`src/hw/rtl/trlp_pkg.sv`:
```
`timescale 1ns / 1ps

package trlp_pkg;

    localparam int CORDIC_STEPS = 16;
    localparam int IDXW = 5;
    localparam int XW = 36;
    localparam int ZW = 34;

    // Inverse CORDIC gain in Q6.30, used as the start vector of the rotation.
    localparam logic signed [XW-1:0] GAIN_INV = 36'sd652032874;

    typedef enum logic [1:0] {
        REG_TURN_RATE  = 2'd0,
        REG_MOVE_SPEED = 2'd1,
        REG_NEAR_LIMIT = 2'd2
    } cfg_reg_t;

    typedef struct packed {
        logic signed [31:0] px;
        logic signed [31:0] py;
        logic [15:0]        head;
        logic               steer;
        logic [19:0]        maxt;
        logic [31:0]        len;
        logic               flip;
    } side_t;

    typedef struct packed {
        logic                 vld;
        logic signed [XW-1:0] x;
        logic signed [XW-1:0] y;
        logic signed [ZW-1:0] z;
        side_t                side;
    } stage_t;

    typedef struct packed {
        logic signed [31:0] new_x;
        logic signed [31:0] new_y;
        logic [15:0]        new_heading;
        logic               steered;
    } result_t;

    function automatic logic [31:0] atan_val(input logic [IDXW-1:0] i);
        logic [31:0] r;
        begin
            case (i)
                5'd0:    r = 32'h20000000;
                5'd1:    r = 32'h12E4051E;
                5'd2:    r = 32'h09FB385B;
                5'd3:    r = 32'h051111D4;
                5'd4:    r = 32'h028B0D43;
                5'd5:    r = 32'h0145D7E1;
                5'd6:    r = 32'h00A2F61E;
                5'd7:    r = 32'h00517C55;
                5'd8:    r = 32'h0028BE53;
                5'd9:    r = 32'h00145F2F;
                5'd10:   r = 32'h000A2F98;
                5'd11:   r = 32'h000517CC;
                5'd12:   r = 32'h00028BE6;
                5'd13:   r = 32'h000145F3;
                5'd14:   r = 32'h0000A2FA;
                5'd15:   r = 32'h0000517D;
                5'd16:   r = 32'h000028BE;
                5'd17:   r = 32'h0000145F;
                5'd18:   r = 32'h00000A30;
                5'd19:   r = 32'h00000518;
                5'd20:   r = 32'h0000028C;
                5'd21:   r = 32'h00000146;
                5'd22:   r = 32'h000000A3;
                5'd23:   r = 32'h00000051;
                default: r = 32'h00000000;
            endcase
            return r;
        end
    endfunction

endpackage

```
`src/hw/rtl/trlp_cell.sv`:
```
`timescale 1ns / 1ps

module trlp_cell
(
    input  logic                          clk,
    input  logic                          rst_n,
    input  logic                          adv,
    input  logic                          vec_mode,
    input  logic [trlp_pkg::IDXW-1:0]     idx,
    input  trlp_pkg::stage_t              d,
    output trlp_pkg::stage_t              q
);

    logic signed [trlp_pkg::XW-1:0] xs;
    logic signed [trlp_pkg::XW-1:0] ys;
    logic signed [trlp_pkg::ZW-1:0] a_ext;
    logic                           cw;
    trlp_pkg::stage_t               q_reg;
    trlp_pkg::stage_t               q_next;

    assign xs = d.x >>> idx;
    assign ys = d.y >>> idx;
    assign a_ext = $signed({{(trlp_pkg::ZW-32){1'b0}}, trlp_pkg::atan_val(idx)});

    // Vectoring drives y toward zero, rotation drives the residual angle to zero.
    assign cw = vec_mode ? (d.y > 0) : d.z[trlp_pkg::ZW-1];

    always_comb
    begin
        q_next = d;
        if (cw)
        begin
            q_next.x = d.x + ys;
            q_next.y = d.y - xs;
            q_next.z = d.z + a_ext;
        end
        else
        begin
            q_next.x = d.x - ys;
            q_next.y = d.y + xs;
            q_next.z = d.z - a_ext;
        end
    end

    always_ff @(posedge clk or negedge rst_n)
    begin
        if (!rst_n)
        begin
            q_reg.vld <= 1'b0;
        end
        else if (adv)
        begin
            q_reg <= q_next;
        end
    end

    assign q = q_reg;

endmodule

```
`config.mk`:
```
export PLATFORM = sky130hd
export DESIGN_NAME = trlp_cell
export DESIGN_NICKNAME = d
export VERILOG_FILES = /design/src/hw/rtl/trlp_pkg.sv /design/src/hw/rtl/trlp_cell.sv
export SDC_FILE = /design/constraint.sdc
export NUM_CORES = 1
export LEC_CHECK = 0
export ABC_AREA = 1
export BUFFER_PORTS_ARGS = -buffer_cell sky130_fd_sc_hd__buf_4
export CORE_MARGIN = 2
export CORE_UTILIZATION = 27
export CTS_BUF_LIST = sky130_fd_sc_hd__clkbuf_4 sky130_fd_sc_hd__clkbuf_8
export DETAILED_ROUTE_END_ITERATION = 8
export HOLD_SLACK_MARGIN = 0.05
export PLACE_DENSITY = 0.49
export SLEW_MARGIN = 20
export SYNTH_ARGS = -nofsm -noshare
export SYNTH_HDL_FRONTEND = slang
export SYNTH_SLANG_ARGS = --single-unit
```
`constraint.sdc`:
```
create_clock -name clk -period 0.8 [get_ports clk]
set_input_delay 0.04 -clock clk [delete_from_list [all_inputs] [get_ports clk]]
set_output_delay 0.04 -clock clk [all_outputs]
set_load 0.1 [all_outputs]
```
* Yosys cells after proc, flatten, opt, wreduce, memory -nomap -nowiden
Memory sizes are Yosys's and may differ from the RTL's.
Index checks and enable logic that the tools add are counted.
** Word-level totals
- Output and inout port bits :: 241
- Logic and storage cells :: 24
- Memories :: 1
- ROM bits :: 960
- Bits in registers :: 241
- Input port bits :: 250
** Operators by class
- Multiplexer cells :: 2
- Reductions and logical operators :: 1
- $lt $le $gt $ge :: 1
- Shift operators :: 2
- Add/sub/neg operators :: 6
** Memories
- (name not given) :: words 32, width 30, rd ports 1, clocked after Yosys merged registers in 0, write ports 0, line trlp_pkg.sv:47 : case (i)
** Operators with widths (count)
- $mux 106 :: 1
- $add 36x36->36 :: 2
- $sshr 36x5->36 :: 2
- $sub 36x36->36 :: 2
- $gt 36x1->1 const B :: 1
- $add 34x33->34 :: 1
- $sub 34x33->34 :: 1
- $reduce_and 2->1 :: 1
- $mux 1 :: 1

* Depth between registers and ports, before layout
- Word-level depth :: 3
- Gate-level depth with buffers :: 35

* Worst setup path after synthesis
Ideal clock, no wire load.
- Path kind :: input-to-reg
- Start :: input rst_n
- End :: register q_reg (netlist bit q[0]) (enable)
- Slack :: -4.469 ns
- Stages :: 2
- Arrival :: 4.678 ns
- Path through :: nand2_1 -> inv_1
** On the way
- Cells in the longest elaborated chain, start to end :: 1
** Ends and longest elaborated chain
- from (decl) :: line trlp_cell.sv:6 : input logic rst_n,
- $reduce_and 2->1 (no line)
- to (signal assigned) :: line trlp_cell.sv:53 : q_reg <= q_next;
- to (decl) :: line trlp_cell.sv:18 : trlp_pkg::stage_t q_reg;
No other way between the ends.
A chain may end at the register's enable or synchronous reset.

==> flow_summary_export.csv <==
group,metric,value,unit
critical_path,worstPathMaxFanout,12,
drt,ant_nets,0,
global_route,globalRoute.totalOverflow,0,
placement,dpl_cell_area,33500,sq um
global_route,grt_first_pass_wirelength,143000,microns
status,failed_checks,"hold timing, setup timing",
critical_path,critical_path.reg2reg.startpoint,"q[240]$_DFFE_PN0P_",
timing,worst_slew_pin_slew,0.466,ns
cts,cts.sinks,241,
timing,final-setup-viol-count,591,
floorplanning,floorplan.io_pins,491,
cts,tritoncts,"built",
logic_synthesis,syn_nets,3201,
logic_synthesis,edff_count_synth,240,
global_route,grt_max_degree,34,
run,drv.max_cap_violation_count,0,
timing,maxSlewHeadroom,68.8,%
placement,dp_hpwl,76600,microns
timing,max_clock_freq,300,MHz
drt,detail_route.vias_per_cell,4.71,
worst_hold_path,hold_path_depth,2,
logic_synthesis,syn-cell-area,20500,sq um
timing,period_minus_slack,3.33,ns
placement,gpl.final_weighted_congestion,0.942,
worst_hold_path,timing.hold.worst.start,"d[134]",
timing,rsz0062_at_grt,"yes",
finish,largest_register_ffs,241,
global_route,grt_use_total,23.6,%
logic_synthesis,part_of_the_yosys_area_used_for_sequential_elements,35.3,%
pwr,power_density_normalized_to_cell_area,1930,nW/um^2
critical_path,crit_buf_inv,8,
logic_synthesis,syn_avg_cell_area,7.24,sq um
drt,drtPass1Iterations,5,
global_route,grt_antenna_before_repair,6,
critical_path,r2r_cells,1,
global_route,via_count_of_the_first_global_routing_pass,25100,
cts,cts-htree-levels,2,
critical_path,worst-endpoint-required,1.17,ns
finish,layout-drive-gt1-share,53.9,%
critical_path,worst_r2r_endpoint,"q[240]$_DFFE_PN0P_",
cts,clock_insertion_delay_worst_skew,0.61,ns
drt,finalWirelength,97100,microns
finish,final_net_count,4760,
timing,setup_slack,-2.53,ns
finish,area_growth,93.3,%
logic_synthesis,netlist_instances,2833,
worst_hold_path,hold_path_end,"q[134]$_DFFE_PP_",
critical_path,critical-path-top-delay-family,"simple AND/OR/NAND/NOR gates",
floorplanning,core_area,75600,sq um
floorplanning,row_count,101,
critical_path,worst_setup_path_start_kind,"input pin",
placement,dpl_worst_slack,-3.48,ns
worst_hold_path,timing.hold.worst.class,"in -> reg",
critical_path,cpMaxStageDelayCell,"nor2_4",
cts,cts.root.buffer_cell,"clkbuf_8",
critical_path,arrival,3.70,ns
critical_path,setup.worst_path.class,"in -> reg",
drt,drtIter0Drc,1354,
drt,route.detailed.wl_per_inst,18.0,microns
finish,final_design_area_no_fill,39600,sq um
timing,clock_skew,0,ns
timing,layout_worst_path_cycle_share,416,%
critical_path,setup.reg_to_reg.worst_slack,-0.04,ns
floorplanning,die-width,280,microns
logic_synthesis,synthArstFlopShare,0.415,%
critical_path,worst_path_largest_cell_delay,0.24,ns
timing,final.hold.worst_slack,-0.246,ns
timing,number_of_endpoints_with_negative_hold_slack_in_the_final_report,13,
finish,mostFrequentLayoutCell,"buf_4",
floorplanning,floorplan.die_area,78100,sq um
timing,drv_slew,0,
status,outcome,"finished with violations",
cts,ctsHoldBuffers,142,
finish,finalCoreUtilization,52.4,%
cts,cts-buffers-inserted,44,
floorplanning,die_h,280,microns
logic_synthesis,synth_warnings,0,
pwr,leakagePower,18.5,nW
drt,post-route-drc-count,0,
placement,place.port_buffers,490,
logic_synthesis,synth.ff_latch_count,241,
critical_path,end_kind,"register",
pwr,max-vdd-ir-drop,0.00169,V
floorplanning,initial_core_util,27.1,%
cts,cts-root-to-sink-buffers,3,
logic_synthesis,yosys.cell_types.count,55,
drt,routed-via-count,25500,
logic_synthesis,yosys_most_used_dff,"edfxtp_1",
finish,most_frequent_cells_in_the_layout,"1363 x buf_4, 680 x nand2_1, 240 x edfxtp_1",
cts,cts.clk_slew.worst_paths,0.06,ns
[where the power goes]
group          switching, mW  internal, mW  total [mW]
combinational           28.9          19.2        48.0
clock                   5.62          6.16        11.8
sequential             0.435          16.2        16.7
total                   34.9          41.6        76.5
[routing by layer]
layer / wire [microns] / global-route usage (%) / up-vias
met4: 2930 / 6.99 / 4
met5: 29 / 0 / -
met3: 5540 / 3.86 / 145
met2: 48200 / 42.1 / 781
met1: 40400 / 29.0 / 11900
li1: - / - / 12700
[synthesized netlist by cell type (2+ instances only)]
library cell	number	area share (%)
a211oi_1	2	0.073
a21boi_0	5	0.18
a21o_1	7	0.26
a21oi_1	151	3.7
a31oi_1	23	0.70
buf_1	12	0.22
buf_2	37	0.90
buf_4	6	0.22
buf_6	14	0.77
clkbuf_1	19	0.35
clkinv_1	3	0.055
edfxtp_1	240	35
fa_1	3	0.29
ha_1	115	7.0
inv_1	242	4.4
inv_2	17	0.31
inv_4	2	0.061
nand2_1	873	16
nand2_2	6	0.18
nand3_1	407	9.9
nand3b_1	5	0.18
nand4_1	31	0.95
nor2_1	226	4.1
nor2_2	14	0.43
nor2_4	3	0.16
nor3_1	14	0.34
nor3_2	2	0.098
nor4_1	12	0.37
o2111ai_1	5	0.21
o211ai_1	7	0.26
o21a_1	10	0.37
o21ai_0	92	2.2
o21ai_1	19	0.46
o21ai_2	2	0.085
o21bai_1	6	0.22
o221ai_1	7	0.30
o31ai_1	3	0.11
xnor2_1	52	2.2
xor2_1	123	5.3
[stage by stage]
step	total power, mW	TNS [ns]	hold slack (ns)	instances
after detailed placement	59.0	-347.48	-0.0369	5077
final	76.5	-384.59	-0.246	5402
after global routing	80.7	-415.41	-0.288	5402
after CTS	74.4	-374.85	-0.293	5356
after global placement	59.0	-347.33	-0.0403	5077
after floorplan	42.4	-1037.16	-0.256	2833
[logic make-up after synthesis]
group,share of synthesized area (%)
simple gates,32.9
buf+inv,7.32
compound gates,9.65
flops,35.3
xor+xnor,7.48
fa+ha+maj,7.31
mux,0.0549
[worst max-delay path by stage]
| stage | start | slack [ns] | cells past startpoint | to |
|---|---|---|---|---|
| 6_report | idx[0] | -2.53 | 33 | q[236]$_DFFE_PP_ |
| 5_1_grt | idx[0] | -2.74 | 36 | q[239]$_DFFE_PP_ |
| 4_1_cts | idx[1] | -2.45 | 30 | q[203]$_DFFE_PP_ |
| 3_5_place_dp | idx[1] | -3.48 | 27 | q[203]$_DFFE_PP_ |
| 3_3_place_gp | idx[1] | -3.49 | 30 | q[203]$_DFFE_PP_ |
| 2_1_floorplan | rst_n | -3.25 | 2 | q[0]$_DFFE_PP_ |
[final cells by class]
type | count | area, sq um
fillers | 7206 | 35900
multi-input cells | 2240 | 16000
repair buffers | 1601 | 13300
flip-flops and latches | 241 | 7240
well taps | 978 | 1220
inverters | 264 | 1050
clock buffers | 59 | 718
clock inverters | 18 | 119
diodes | 1 | 2.50
[timing repair]
action / CTS / global route
endpoints found under the hold margin: 182 / 29
setup endpoints to repair: 348 / 587
resized for setup: 327 / 340
pin swaps: 134 / 155
gates cloned: 7 / 5
buffers inserted: 55 / 41
No activity file was read; power rests on OpenSTA's default activity.
