### src/hw/rtl/trlp_pkg.sv
`timescale 1ns / 1ps

package trlp_pkg;

    localparam int CORDIC_STEPS = 16;
    localparam int IDXW = 5;
    localparam int XW = 36;
    localparam int ZW = 34;

    // Inverse CORDIC gain in Q6.30, used as the start vector of the rotation.
    localparam logic signed [XW-1:0] GAIN_INV = 36'sd652032874;

    typedef enum logic [1:0] {
        REG_TURN_RATE  = 2'd0,
        REG_MOVE_SPEED = 2'd1,
        REG_NEAR_LIMIT = 2'd2
    } cfg_reg_t;

    typedef struct packed {
        logic signed [31:0] px;
        logic signed [31:0] py;
        logic [15:0]        head;
        logic               steer;
        logic [19:0]        maxt;
        logic [31:0]        len;
        logic               flip;
    } side_t;

    typedef struct packed {
        logic                 vld;
        logic signed [XW-1:0] x;
        logic signed [XW-1:0] y;
        logic signed [ZW-1:0] z;
        side_t                side;
    } stage_t;

    typedef struct packed {
        logic signed [31:0] new_x;
        logic signed [31:0] new_y;
        logic [15:0]        new_heading;
        logic               steered;
    } result_t;

    function automatic logic [31:0] atan_val(input logic [IDXW-1:0] i);
        logic [31:0] r;
        begin
            case (i)
                5'd0:    r = 32'h20000000;
                5'd1:    r = 32'h12E4051E;
                5'd2:    r = 32'h09FB385B;
                5'd3:    r = 32'h051111D4;
                5'd4:    r = 32'h028B0D43;
                5'd5:    r = 32'h0145D7E1;
                5'd6:    r = 32'h00A2F61E;
                5'd7:    r = 32'h00517C55;
                5'd8:    r = 32'h0028BE53;
                5'd9:    r = 32'h00145F2F;
                5'd10:   r = 32'h000A2F98;
                5'd11:   r = 32'h000517CC;
                5'd12:   r = 32'h00028BE6;
                5'd13:   r = 32'h000145F3;
                5'd14:   r = 32'h0000A2FA;
                5'd15:   r = 32'h0000517D;
                5'd16:   r = 32'h000028BE;
                5'd17:   r = 32'h0000145F;
                5'd18:   r = 32'h00000A30;
                5'd19:   r = 32'h00000518;
                5'd20:   r = 32'h0000028C;
                5'd21:   r = 32'h00000146;
                5'd22:   r = 32'h000000A3;
                5'd23:   r = 32'h00000051;
                default: r = 32'h00000000;
            endcase
            return r;
        end
    endfunction

endpackage

### src/hw/rtl/trlp_steer.sv
`timescale 1ns / 1ps

module trlp_steer
(
    input  logic              clk,
    input  logic              rst_n,
    input  logic              adv,
    input  trlp_pkg::stage_t  d,
    output trlp_pkg::stage_t  q
);

    logic                vld_reg;
    logic [15:0]         head_reg;
    logic                steer_reg;
    logic signed [31:0]  px_reg;
    logic signed [31:0]  py_reg;
    logic [31:0]         len_reg;

    logic [31:0]         bear_r;
    logic [15:0]         err;
    logic signed [20:0]  err_e;
    logic signed [20:0]  mt;
    logic signed [20:0]  turn;
    logic [15:0]         head_next;
    logic                flip;
    logic [15:0]         af;

    assign bear_r = d.z[31:0] + 32'h8000;
    assign err = bear_r[31:16] - d.side.head;
    assign err_e = {{5{err[15]}}, err};
    assign mt = {1'b0, d.side.maxt};

    always_comb
    begin
        if (err_e > 0)
        begin
            turn = (err_e < mt) ? err_e : mt;
        end
        else
        begin
            turn = (err_e > -mt) ? err_e : -mt;
        end
        head_next = d.side.steer ? (d.side.head + turn[15:0]) : d.side.head;
    end

    always_ff @(posedge clk or negedge rst_n)
    begin
        if (!rst_n)
        begin
            vld_reg <= 1'b0;
        end
        else if (adv)
        begin
            vld_reg   <= d.vld;
            head_reg  <= head_next;
            steer_reg <= d.side.steer;
            px_reg    <= d.side.px;
            py_reg    <= d.side.py;
            len_reg   <= d.side.len;
        end
    end

    // Angles in the left half plane are folded by a half turn and the result negated.
    assign flip = head_reg[15] ^ head_reg[14];
    assign af = flip ? (head_reg ^ 16'h8000) : head_reg;

    always_comb
    begin
        q            = '0;
        q.vld        = vld_reg;
        q.x          = trlp_pkg::GAIN_INV;
        q.y          = '0;
        q.z          = {{(trlp_pkg::ZW-32){af[15]}}, af, 16'd0};
        q.side.px    = px_reg;
        q.side.py    = py_reg;
        q.side.head  = head_reg;
        q.side.steer = steer_reg;
        q.side.len   = len_reg;
        q.side.flip  = flip;
    end

endmodule

### config.mk
export PLATFORM = sky130hd
export DESIGN_NAME = trlp_steer
export DESIGN_NICKNAME = d
export VERILOG_FILES = /design/src/hw/rtl/trlp_pkg.sv /design/src/hw/rtl/trlp_steer.sv
export SDC_FILE = /design/constraint.sdc
export NUM_CORES = 1
export LEC_CHECK = 0
export BUFFER_PORTS_ARGS = -buffer_cell sky130_fd_sc_hd__buf_2
export CAP_MARGIN = 20
export CORE_AREA = 8 8 185 187
export DETAILED_ROUTE_END_ITERATION = 8
export DIE_AREA = 0 0 193 195
export GPL_ROUTABILITY_DRIVEN = 0
export SLEW_MARGIN = 20
export SYNTH_ARGS = -nofsm -noshare
export SYNTH_HDL_FRONTEND = slang
export SYNTH_SLANG_ARGS = --single-unit
### constraint.sdc
create_clock -name clk -period 1.65 [get_ports clk]
set_input_delay 0.165 -clock clk [delete_from_list [all_inputs] [get_ports clk]]
set_output_delay 0.165 -clock clk [all_outputs]
set_load 0.005 [all_outputs]
Yosys cells after proc, flatten, opt, wreduce, memory -nomap -nowiden

Cells that the tools add are included.

Multiplexer cells: 5
Order comparisons: 3
Multiply operators: 0
Div/mod/pow operators: 0
Bitwise operators: 2
Add/sub/neg operators: 4
Reductions and logical operators: 1
Equality and inequality tests: 0
Shift-type cells: 0

Operators with widths:

| cell                                                                  | count |
|---|---|
| 16-bit two-way mux                                                    | 5 |
| 32-bit by 16-bit adder with 32-bit output, second input constant      | 1 |
| 16-bit by 21-bit > comparator with 1-bit output                       | 1 |
| 16-bit by 21-bit less-than comparator with 1-bit output               | 1 |
| 20-bit negator with 21-bit output                                     | 1 |
| 16-bit adder                                                          | 1 |
| 16-bit by 1-bit > comparator with 1-bit output, second input constant | 1 |
| 16-bit subtractor                                                     | 1 |
| 2-bit AND reduction                                                   | 1 |
| 1-bit inverter                                                        | 1 |
| 1-bit XOR                                                             | 1 |

Output and inout port bits: 241
Memory bits (writable): 0
Memories kept: 0
Bits in read-only memories: 0
Register bits after elaboration: 114
Latch bits: 0
Logic and storage cells: 21
Input bits: 244

Logic depth before layout (Yosys ltp)

Gate-level depths: netlist (run 1).

Word-level depth: 7
Mapped depth: 38
Mapped depth without buffers: 36

Least setup slack after synthesis (run 1)

No wires, ideal clock.

Kind: in2reg
Start: input d[153] (netlist name)
End: register head_reg[15] (data pin)
Cell stages on the path: 34
Arrival time: 6.913 ns
Buffers on the path: 1
Library setup time: 0.266 ns
Path slack: -5.529 ns
Required time: 1.384 ns
Cell sequence: nand4_1 -> nor2_1 -> nand3_1 -> nor2_1 -> xor2_1 -> ha_1 -> a21oi_1 -> o21ai_0 -> a221oi_1 -> o21ai_1 -> xor2_1 -> clkinv_1 -> ha_1 -> nand2_1 -> and3b_1 -> mux2i_4 -> nor4_4 -> a21oi_2 -> a211oi_4 -> buf_4 -> a22oi_1 -> o21ai_0 -> ha_1 -> a211oi_1 -> o211ai_1 -> a31oi_1 -> o21ai_0 -> a21o_1 -> a311oi_1 -> or4_1 -> a21oi_1 -> nand2b_1 -> o41ai_1 -> xnor2_1

Cells in the longest elaborated chain, start to end: 7
Elaborated cells on any way between the ends: 10
Those cells by class: 3 x add/sub; 3 x order compare; 4 x mux

RTL lines:

| what                                                                                                                       | RTL line                           | source |
|---|---|---|
| from (decl)                                                                                                                | trlp_steer.sv:8                    | `input trlp_pkg::stage_t d,` |
| 32-bit by 16-bit adder with 32-bit output (*)                                                                              | trlp_steer.sv:28                   | `assign bear_r = d.z[31:0] + 32'h8000;` |
| 16-bit subtractor (*)                                                                                                      | trlp_steer.sv:29                   | `assign err = bear_r[31:16] - d.side.head;` |
| 16-bit by 21-bit > comparator with 1-bit output or 16-bit by 21-bit less-than comparator with 1-bit output (tied branches) | trlp_steer.sv:41, trlp_steer.sv:37 |  |
| 16-bit two-way mux (on tied branches)                                                                                      | trlp_steer.sv:41, trlp_steer.sv:37 |  |
| 16-bit two-way mux (*)                                                                                                     | trlp_steer.sv:35                   | `if (err_e > 0)` |
| 16-bit adder (*)                                                                                                           | trlp_steer.sv:43                   | `head_next = d.side.steer ? (d.side.head + turn[15:0]) : d.side.head;` |
| 16-bit two-way mux (*)                                                                                                     | trlp_steer.sv:43                   |  |
| via head_next[15]                                                                                                          | trlp_steer.sv:24                   | `logic [15:0] head_next;` |
| to (signal assigned)                                                                                                       | trlp_steer.sv:55                   | `head_reg <= head_next;` |
| to (decl)                                                                                                                  | trlp_steer.sv:13                   | `logic [15:0] head_reg;` |

Mark *: on every way through the listed nets, which the timed path passes. The rest lies on a longest branch.
A chain may end at the register's enable or synchronous reset.

Worst setup path after layout (run 1)

Start: input d[154] (netlist name)
End: register head_reg[15] (data pin)

The elaborated chain is that of the path after synthesis.

==> results.md, run 1 <==
- Placed cell areas: 0.0117 mm²
- CP endpoint kind: flip-flop
- Max Fclk: 148 MHz
- Largest cells by area after synthesis: edfxtp_1 41%, buf_4 12%, ha_1 9.8%
- Min Tclk post-route: 6760 ps
- Post-synth EDFFs: 113
- Worst hold path class: in2reg
- Num rows: 65
- Reg2Reg Depth: 1
- Synth unique cells: 80
- Tcrit/Tclk final: 410%
- Root Buffer: clkbuf_16
- Pwr per Cell Area: 970 mW/mm²
- TritonCTS Buffers: 17
- Setup repair after global routing missed its margin: true
- Final Skew: 0 ps
- CORE AREA: 0.0312 mm²
- Post-Syn Area: 0.00832 mm²
- Post-route ant nets: 0
- Synth top area share: 40.8%
- RR Startpoint: vld_reg$_DFFE_PN0P_
- # placed instances: 1701
- Starting Density: 26.6%
- Die span in x: 193 µm
- Leakage power: 6.69 nW
- IO Pins: 485
- Hold Startpoint: adv
- DRT Wirelength: 34.3 mm
- Via count of the first global-routing pass: 9173
- GRT overflow: 0
- Worst-Margin Slew: 547 ps
- Fin nets: 1777
- Async set-reset flop share out of synthesis: 0.877%
- CTS tree: yes
- Syn Inst Count: 803
- Port bufs: 286
- Final TNS setup: -67180 ps
- First-pass GRT wire length: 50.3 mm
- Initial antenna violation count: 5
- Max-cap viol count: 0
- IR drop worst, VDD: 0.571 mV
- Worst Path Required: 1800 ps
- WP data arrival: 6910 ps
- Placed wire-length estimate: 26.6 mm
- Area leader, netlist: edfxtp_1
- Warnings from Yosys: 0
- Most frequent cells after synthesis: 129 x buf_4, 113 x edfxtp_1, 65 x ha_1, 53 x inv_1, 42 x nand2_1
- Layout cells sized above 1: 50.0%
- Register-to-register path setup slack: 920 ps
- Total track usage: 17.2%
- Most frequent cell after synthesis: buf_4
- Filler cells: 2818
- Worst-path fanout max: 11
- Sink Count: 114
- Final setup vio count: 16
- Setup ws final: -5110 ps
- Kind of critical path: in2reg
- Hold path depth: 2
- Drt first pass iters: 5
- Ys flop type: edfxtp_1
- Worst Hold End: vld_reg$_DFFE_PN0P_
- Via Count: 8464
- Largest net degree at the start of global routing: 47
- Die Footprint: 0.0376 mm²
- Max-slew violations: 0
- Max clock buf depth: 2
- Critical Path Max Stage Delay: 390 ps
- Clock transition at path regs: 50 ps
- CP dominant cell by count: buf_6
- H-tree depth: 4
- Status: finished with violations
- Seq/Total Area, Yosys: 41.1%
- Finished Core Util: 46.0%
- End of the worst register-to-register path: vld_reg$_DFFE_PN0P_
- Die H: 195 µm
- Critical Path Start Type: input port
- Skew-Pair Late Insertion Delay: 400 ps
- Failing checks: setup timing
- Slowest CP cell: or3_4
- Non-Filler Instances: 1884
- DR vias/cell: 4.49
- Post-DR wirelength/cell: 18.2 µm
- Mean Syn Cell Area: 10.4 µm²
- Relative slew slack: 63.0%
- 1st-iter DRT viols: 436
- Remaining routing DRC violations: 0
- Hold Vio Cnt, Final: 0
- Synthesis-to-finish area growth: 72.8%
- Dpl ws: -5960 ps
- Post-layout instance area: 0.0144 mm²
- Synthesis-stage register bit count: 114
through the flow:
stage          total power [mW]  hold slack (ps)
3_3_place_gp               8.72            -52.5
3_5_place_dp               8.85            -48.2
2_1_floorplan              6.58             -131
6_report                   13.9             36.1
4_1_cts                    13.8             19.8
5_1_grt                    14.7             20.4
logic make-up (layout without fill, tap and decap cells):
family / count (synthesis) / in the layout / synth area share (%)
buffers and inverters: 196 / 765 / 14.7
adder cells (fa/ha/maj): 68 / 68 / 10.4
AO/OA/AOI/OAI: 173 / 173 / 14.6
other: 2 / 112 / 0.0903
AND/OR/NAND/NOR: 186 / 186 / 12.1
flip-flops: 114 / 114 / 41.1
multiplexers: 9 / 9 / 1.28
XOR/XNOR: 55 / 55 / 5.79
worst max path at each step:
stage               startpoint                     end  slack [ps]
floorplan               d[149]  head_reg[15]$_DFFE_PP_       -5160
global placement        d[153]  head_reg[15]$_DFFE_PP_       -5910
detailed placement      d[153]  head_reg[15]$_DFFE_PP_       -5960
CTS                     d[150]  head_reg[15]$_DFFE_PP_       -4870
global route            d[154]  head_reg[15]$_DFFE_PP_       -5380
finish                  d[154]  head_reg[15]$_DFFE_PP_       -5110
report_power, final:
part	internal [mW]	leakage, nW	switching, mW	total [mW]
registers	3.49	1.07	0.0913	3.58
logic	3.57	5.34	3.16	6.73
clock network	2.34	0.279	1.29	3.63
layer usage:
layer / part of all wire, % / GRT usage [%] / wire (µm)
met1: 37 / 18.3 / 12800
met2: 52 / 32.1 / 17800
met3: 7.4 / 3.72 / 2550
met4: 3.2 / 7.15 / 1100
met5: 0.079 / 0 / 27
cells in the final DEF (no fill, tap or decap), types with 5 or more instances in the layout:
master         count
ha_2               7
o21ai_4            5
o21ai_0           15
ha_1              44
a21o_1            18
buf_4            273
a21oi_1           25
a211oi_2           7
xnor2_1           28
inv_1             51
a221o_1            8
buf_2            279
nor4_1             7
buf_6             24
nand3_1           15
ha_4              14
nor3_1            16
o21a_1             7
conb_1           108
nand2_1           37
nor2_2             6
and3_1            10
nor2_1            30
o31ai_1            6
a21oi_2            9
xor2_1            20
dlygate4sd3_1     98
mux2i_1            5
o21ai_1           10
edfxtp_1         113
o21ai_2            6
clkbuf_16         17
cell type report:
class / instances / area (µm²) / area share, %
Tap cell: 402 / 503 / 3.50
Multi-Input combinational cell: 599 / 4870 / 33.9
Antenna cell: 4 / 10.0 / 0.0696
Inverter: 55 / 211 / 1.47
Clock buffer: 19 / 433 / 3.01
Clock inverter: 12 / 141 / 0.984
Timing Repair Buffer: 679 / 4790 / 33.3
Sequential cell: 114 / 3420 / 23.8
critical path, delay by kind of cell:
kind,cells,cell delay [ps]
compound gates,13,2520
simple gates,12,1690
buf+inv,8,1090
xor+xnor,2,270
fa+ha+maj,4,1150
timing repair:
action | in CTS | in global routing
hold buffers | 98 | 0
setup endpoints to repair | 16 | 16
hold endpoints to repair | 98 | 0
pin swaps | 70 | 65
gates cloned | 0 | 0
setup buffers | 59 | 15
gates resized for setup | 126 | 38
(Power assumes the default switching activity.)
==> inputs of run 2 (changes only) <==
--- a/config.mk
+++ b/config.mk
@@ -11,6 +11,7 @@
 export DETAILED_ROUTE_END_ITERATION = 8
 export DIE_AREA = 0 0 193 195
 export GPL_ROUTABILITY_DRIVEN = 0
+export SKIP_LAST_GASP = 1
 export SLEW_MARGIN = 20
 export SYNTH_ARGS = -nofsm -noshare
 export SYNTH_HDL_FRONTEND = slang
==> results.md, run 2 (synthesized netlist as in run 1, its figures left out) <==
- Status: finished with violations
- Failing checks: setup timing
- Critical Path Start Type: input port
- DRT Wirelength: 34.1 mm
- CORE AREA: 0.0312 mm²
- Tcrit/Tclk final: 404%
- Max clock buf depth: 2
- Filler cells: 2830
- First-pass GRT wire length: 50.3 mm
- RR Startpoint: vld_reg$_DFFE_PN0P_
- Post-route ant nets: 0
- CP dominant cell by count: buf_6
- Post-DR wirelength/cell: 18.1 µm
- GRT overflow: 0
- Kind of critical path: in2reg
- Die H: 195 µm
- Setup ws final: -5020 ps
- Met3 wire len: 2.66 mm
- Clock transition at path regs: 50 ps
- Met1 Wirelength: 12.7 mm
- Largest net degree at the start of global routing: 47
- Total track usage: 17.2%
- Port bufs: 286
- CP endpoint kind: flip-flop
- Die Footprint: 0.0376 mm²
- Most common library cell in the layout ignoring fill and taps: buf_2
- Final Skew: 0 ps
- Non-Filler Instances: 1885
- Relative slew slack: 62.4%
- Critical path launch point: d[154]
- DR top layer: met5
- Worst hold path class: in2reg
- Worst-path fanout max: 5
- TritonCTS Buffers: 17
- Max-slew violations: 0
- Clock power share: 25.9%
- Pwr per Cell Area: 978 mW/mm²
- Root Buffer: clkbuf_16
- Num rows: 65
- Max Fclk: 150 MHz
- H-tree depth: 4
- Drt first pass iters: 5
- Final hold slack: 34.3 ps
- DR vias/cell: 4.48
- Remaining routing DRC violations: 0
- Critical Path Max Stage Delay: 370 ps
- Skew-Pair Late Insertion Delay: 400 ps
- Synthesis-to-finish area growth: 72.3%
- Via count of the first global-routing pass: 9166
- Worst Path Required: 1790 ps
- Sink Count: 114
- Placed wire-length estimate: 26.6 mm
- IO Pins: 485
- Min Tclk post-route: 6670 ps
- WL met2: 17.6 mm
- Layout cells sized above 1: 49.6%
- Hold path depth: 2
- Internal power: 9.48 mW
- Net Sw Frac: 32.3%
- Starting Density: 26.6%
- Die span in x: 193 µm
- Slowest CP cell: a2111o_1
- WP data arrival: 6810 ps
- IR drop worst, VDD: 0.572 mV
- 1st-iter DRT viols: 385
- Most frequent cells in the layout: 279 x buf_2, 271 x buf_4, 113 x edfxtp_1, 108 x conb_1, 98 x dlygate4sd3_1
- Share of power burned in combinational logic: 48.5%
- Max-cap viol count: 0
- Hold Startpoint: adv
- Reg power frac: 25.6%
- # placed instances: 1701
- Hold Vio Cnt, Final: 0
- CTS tree: yes
- Leakage power: 6.70 nW
- Setup repair after global routing missed its margin: true
- Fin nets: 1778
- Via Count: 8453
- Worst-Margin Slew: 564 ps
- Final setup vio count: 16
- Initial antenna violation count: 5
- Switch Pwr: 4.53 mW
- Reg2Reg Depth: 1
[run 2: cell types whose count changed in the layout (fill, tap and decap cells not counted), sizes merged]
cell  delta
buf      +1
[run 2: power groups by stage]
stage / combinational, mW / clock [mW] / sequential (mW)
floorplan: 2.93 / 0 / 3.65
global placement: 5.09 / 0 / 3.63
detailed placement: 5.21 / 0 / 3.64
CTS: 6.51 / 3.68 / 3.58
global route: 7.38 / 3.81 / 3.61
finish: 6.80 / 3.63 / 3.58
[run 2: cell type report]
type,instances,area (µm²),share of cell area (%)
flip-flops and latches,114,3420,23.8
inverters,55,211,1.48
multi-input cells,599,4810,33.6
clock buffers,19,433,3.02
well taps,402,503,3.51
clock inverters,12,141,0.986
repair buffers,680,4810,33.5
diodes,4,10.0,0.0698
[run 2: worst paths after layout]
check	slack, ps	end
worst max-delay path	-5020	head_reg[9]$_DFFE_PP_
worst min-delay path	30	vld_reg$_DFFE_PN0P_
worst max register to register	920	vld_reg$_DFFE_PN0P_
worst min register to register	500	vld_reg$_DFFE_PN0P_
max in group asynchronous	1440	vld_reg$_DFFE_PN0P_
min in group asynchronous	120	vld_reg$_DFFE_PN0P_
[run 2: critical path: cells and delay by family]
| kind | cells | cell delay (ps) |
|---|---|---|
| xor+xnor | 3 | 430 |
| compound gates | 14 | 2330 |
| buf+inv | 16 | 1910 |
| simple gates | 6 | 870 |
| fa+ha+maj | 4 | 1110 |
[run 2: what timing repair did]
item                                    CTS  global route
gates resized for setup                 121            29
setup buffers                            59            10
hold endpoints to repair                 98             0
pin swaps                                69            35
endpoints found under the setup margin   16            16
hold buffers                             98             0
[run 2: per-layer routing]
layer,global-route usage (%),up-vias
met3,3.72,55
met2,32.1,368
met4,7.18,4
met5,0,-
li1,-,4035
met1,18.4,3991
[run 2: stage by stage]
stage	utilization, %	setup slack (ps)	instance area (µm²)	power [mW]	setup TNS [ps]
after floorplan	-	-5160	8900	6.58	-66720
after global placement	37.4	-5910	11700	8.72	-78610
after detailed placement	37.4	-5960	11700	8.85	-79000
after CTS	45.3	-4870	14100	13.8	-64960
after global routing	45.9	-5330	14300	14.8	-70640
final	45.9	-5020	14300	14.0	-66670
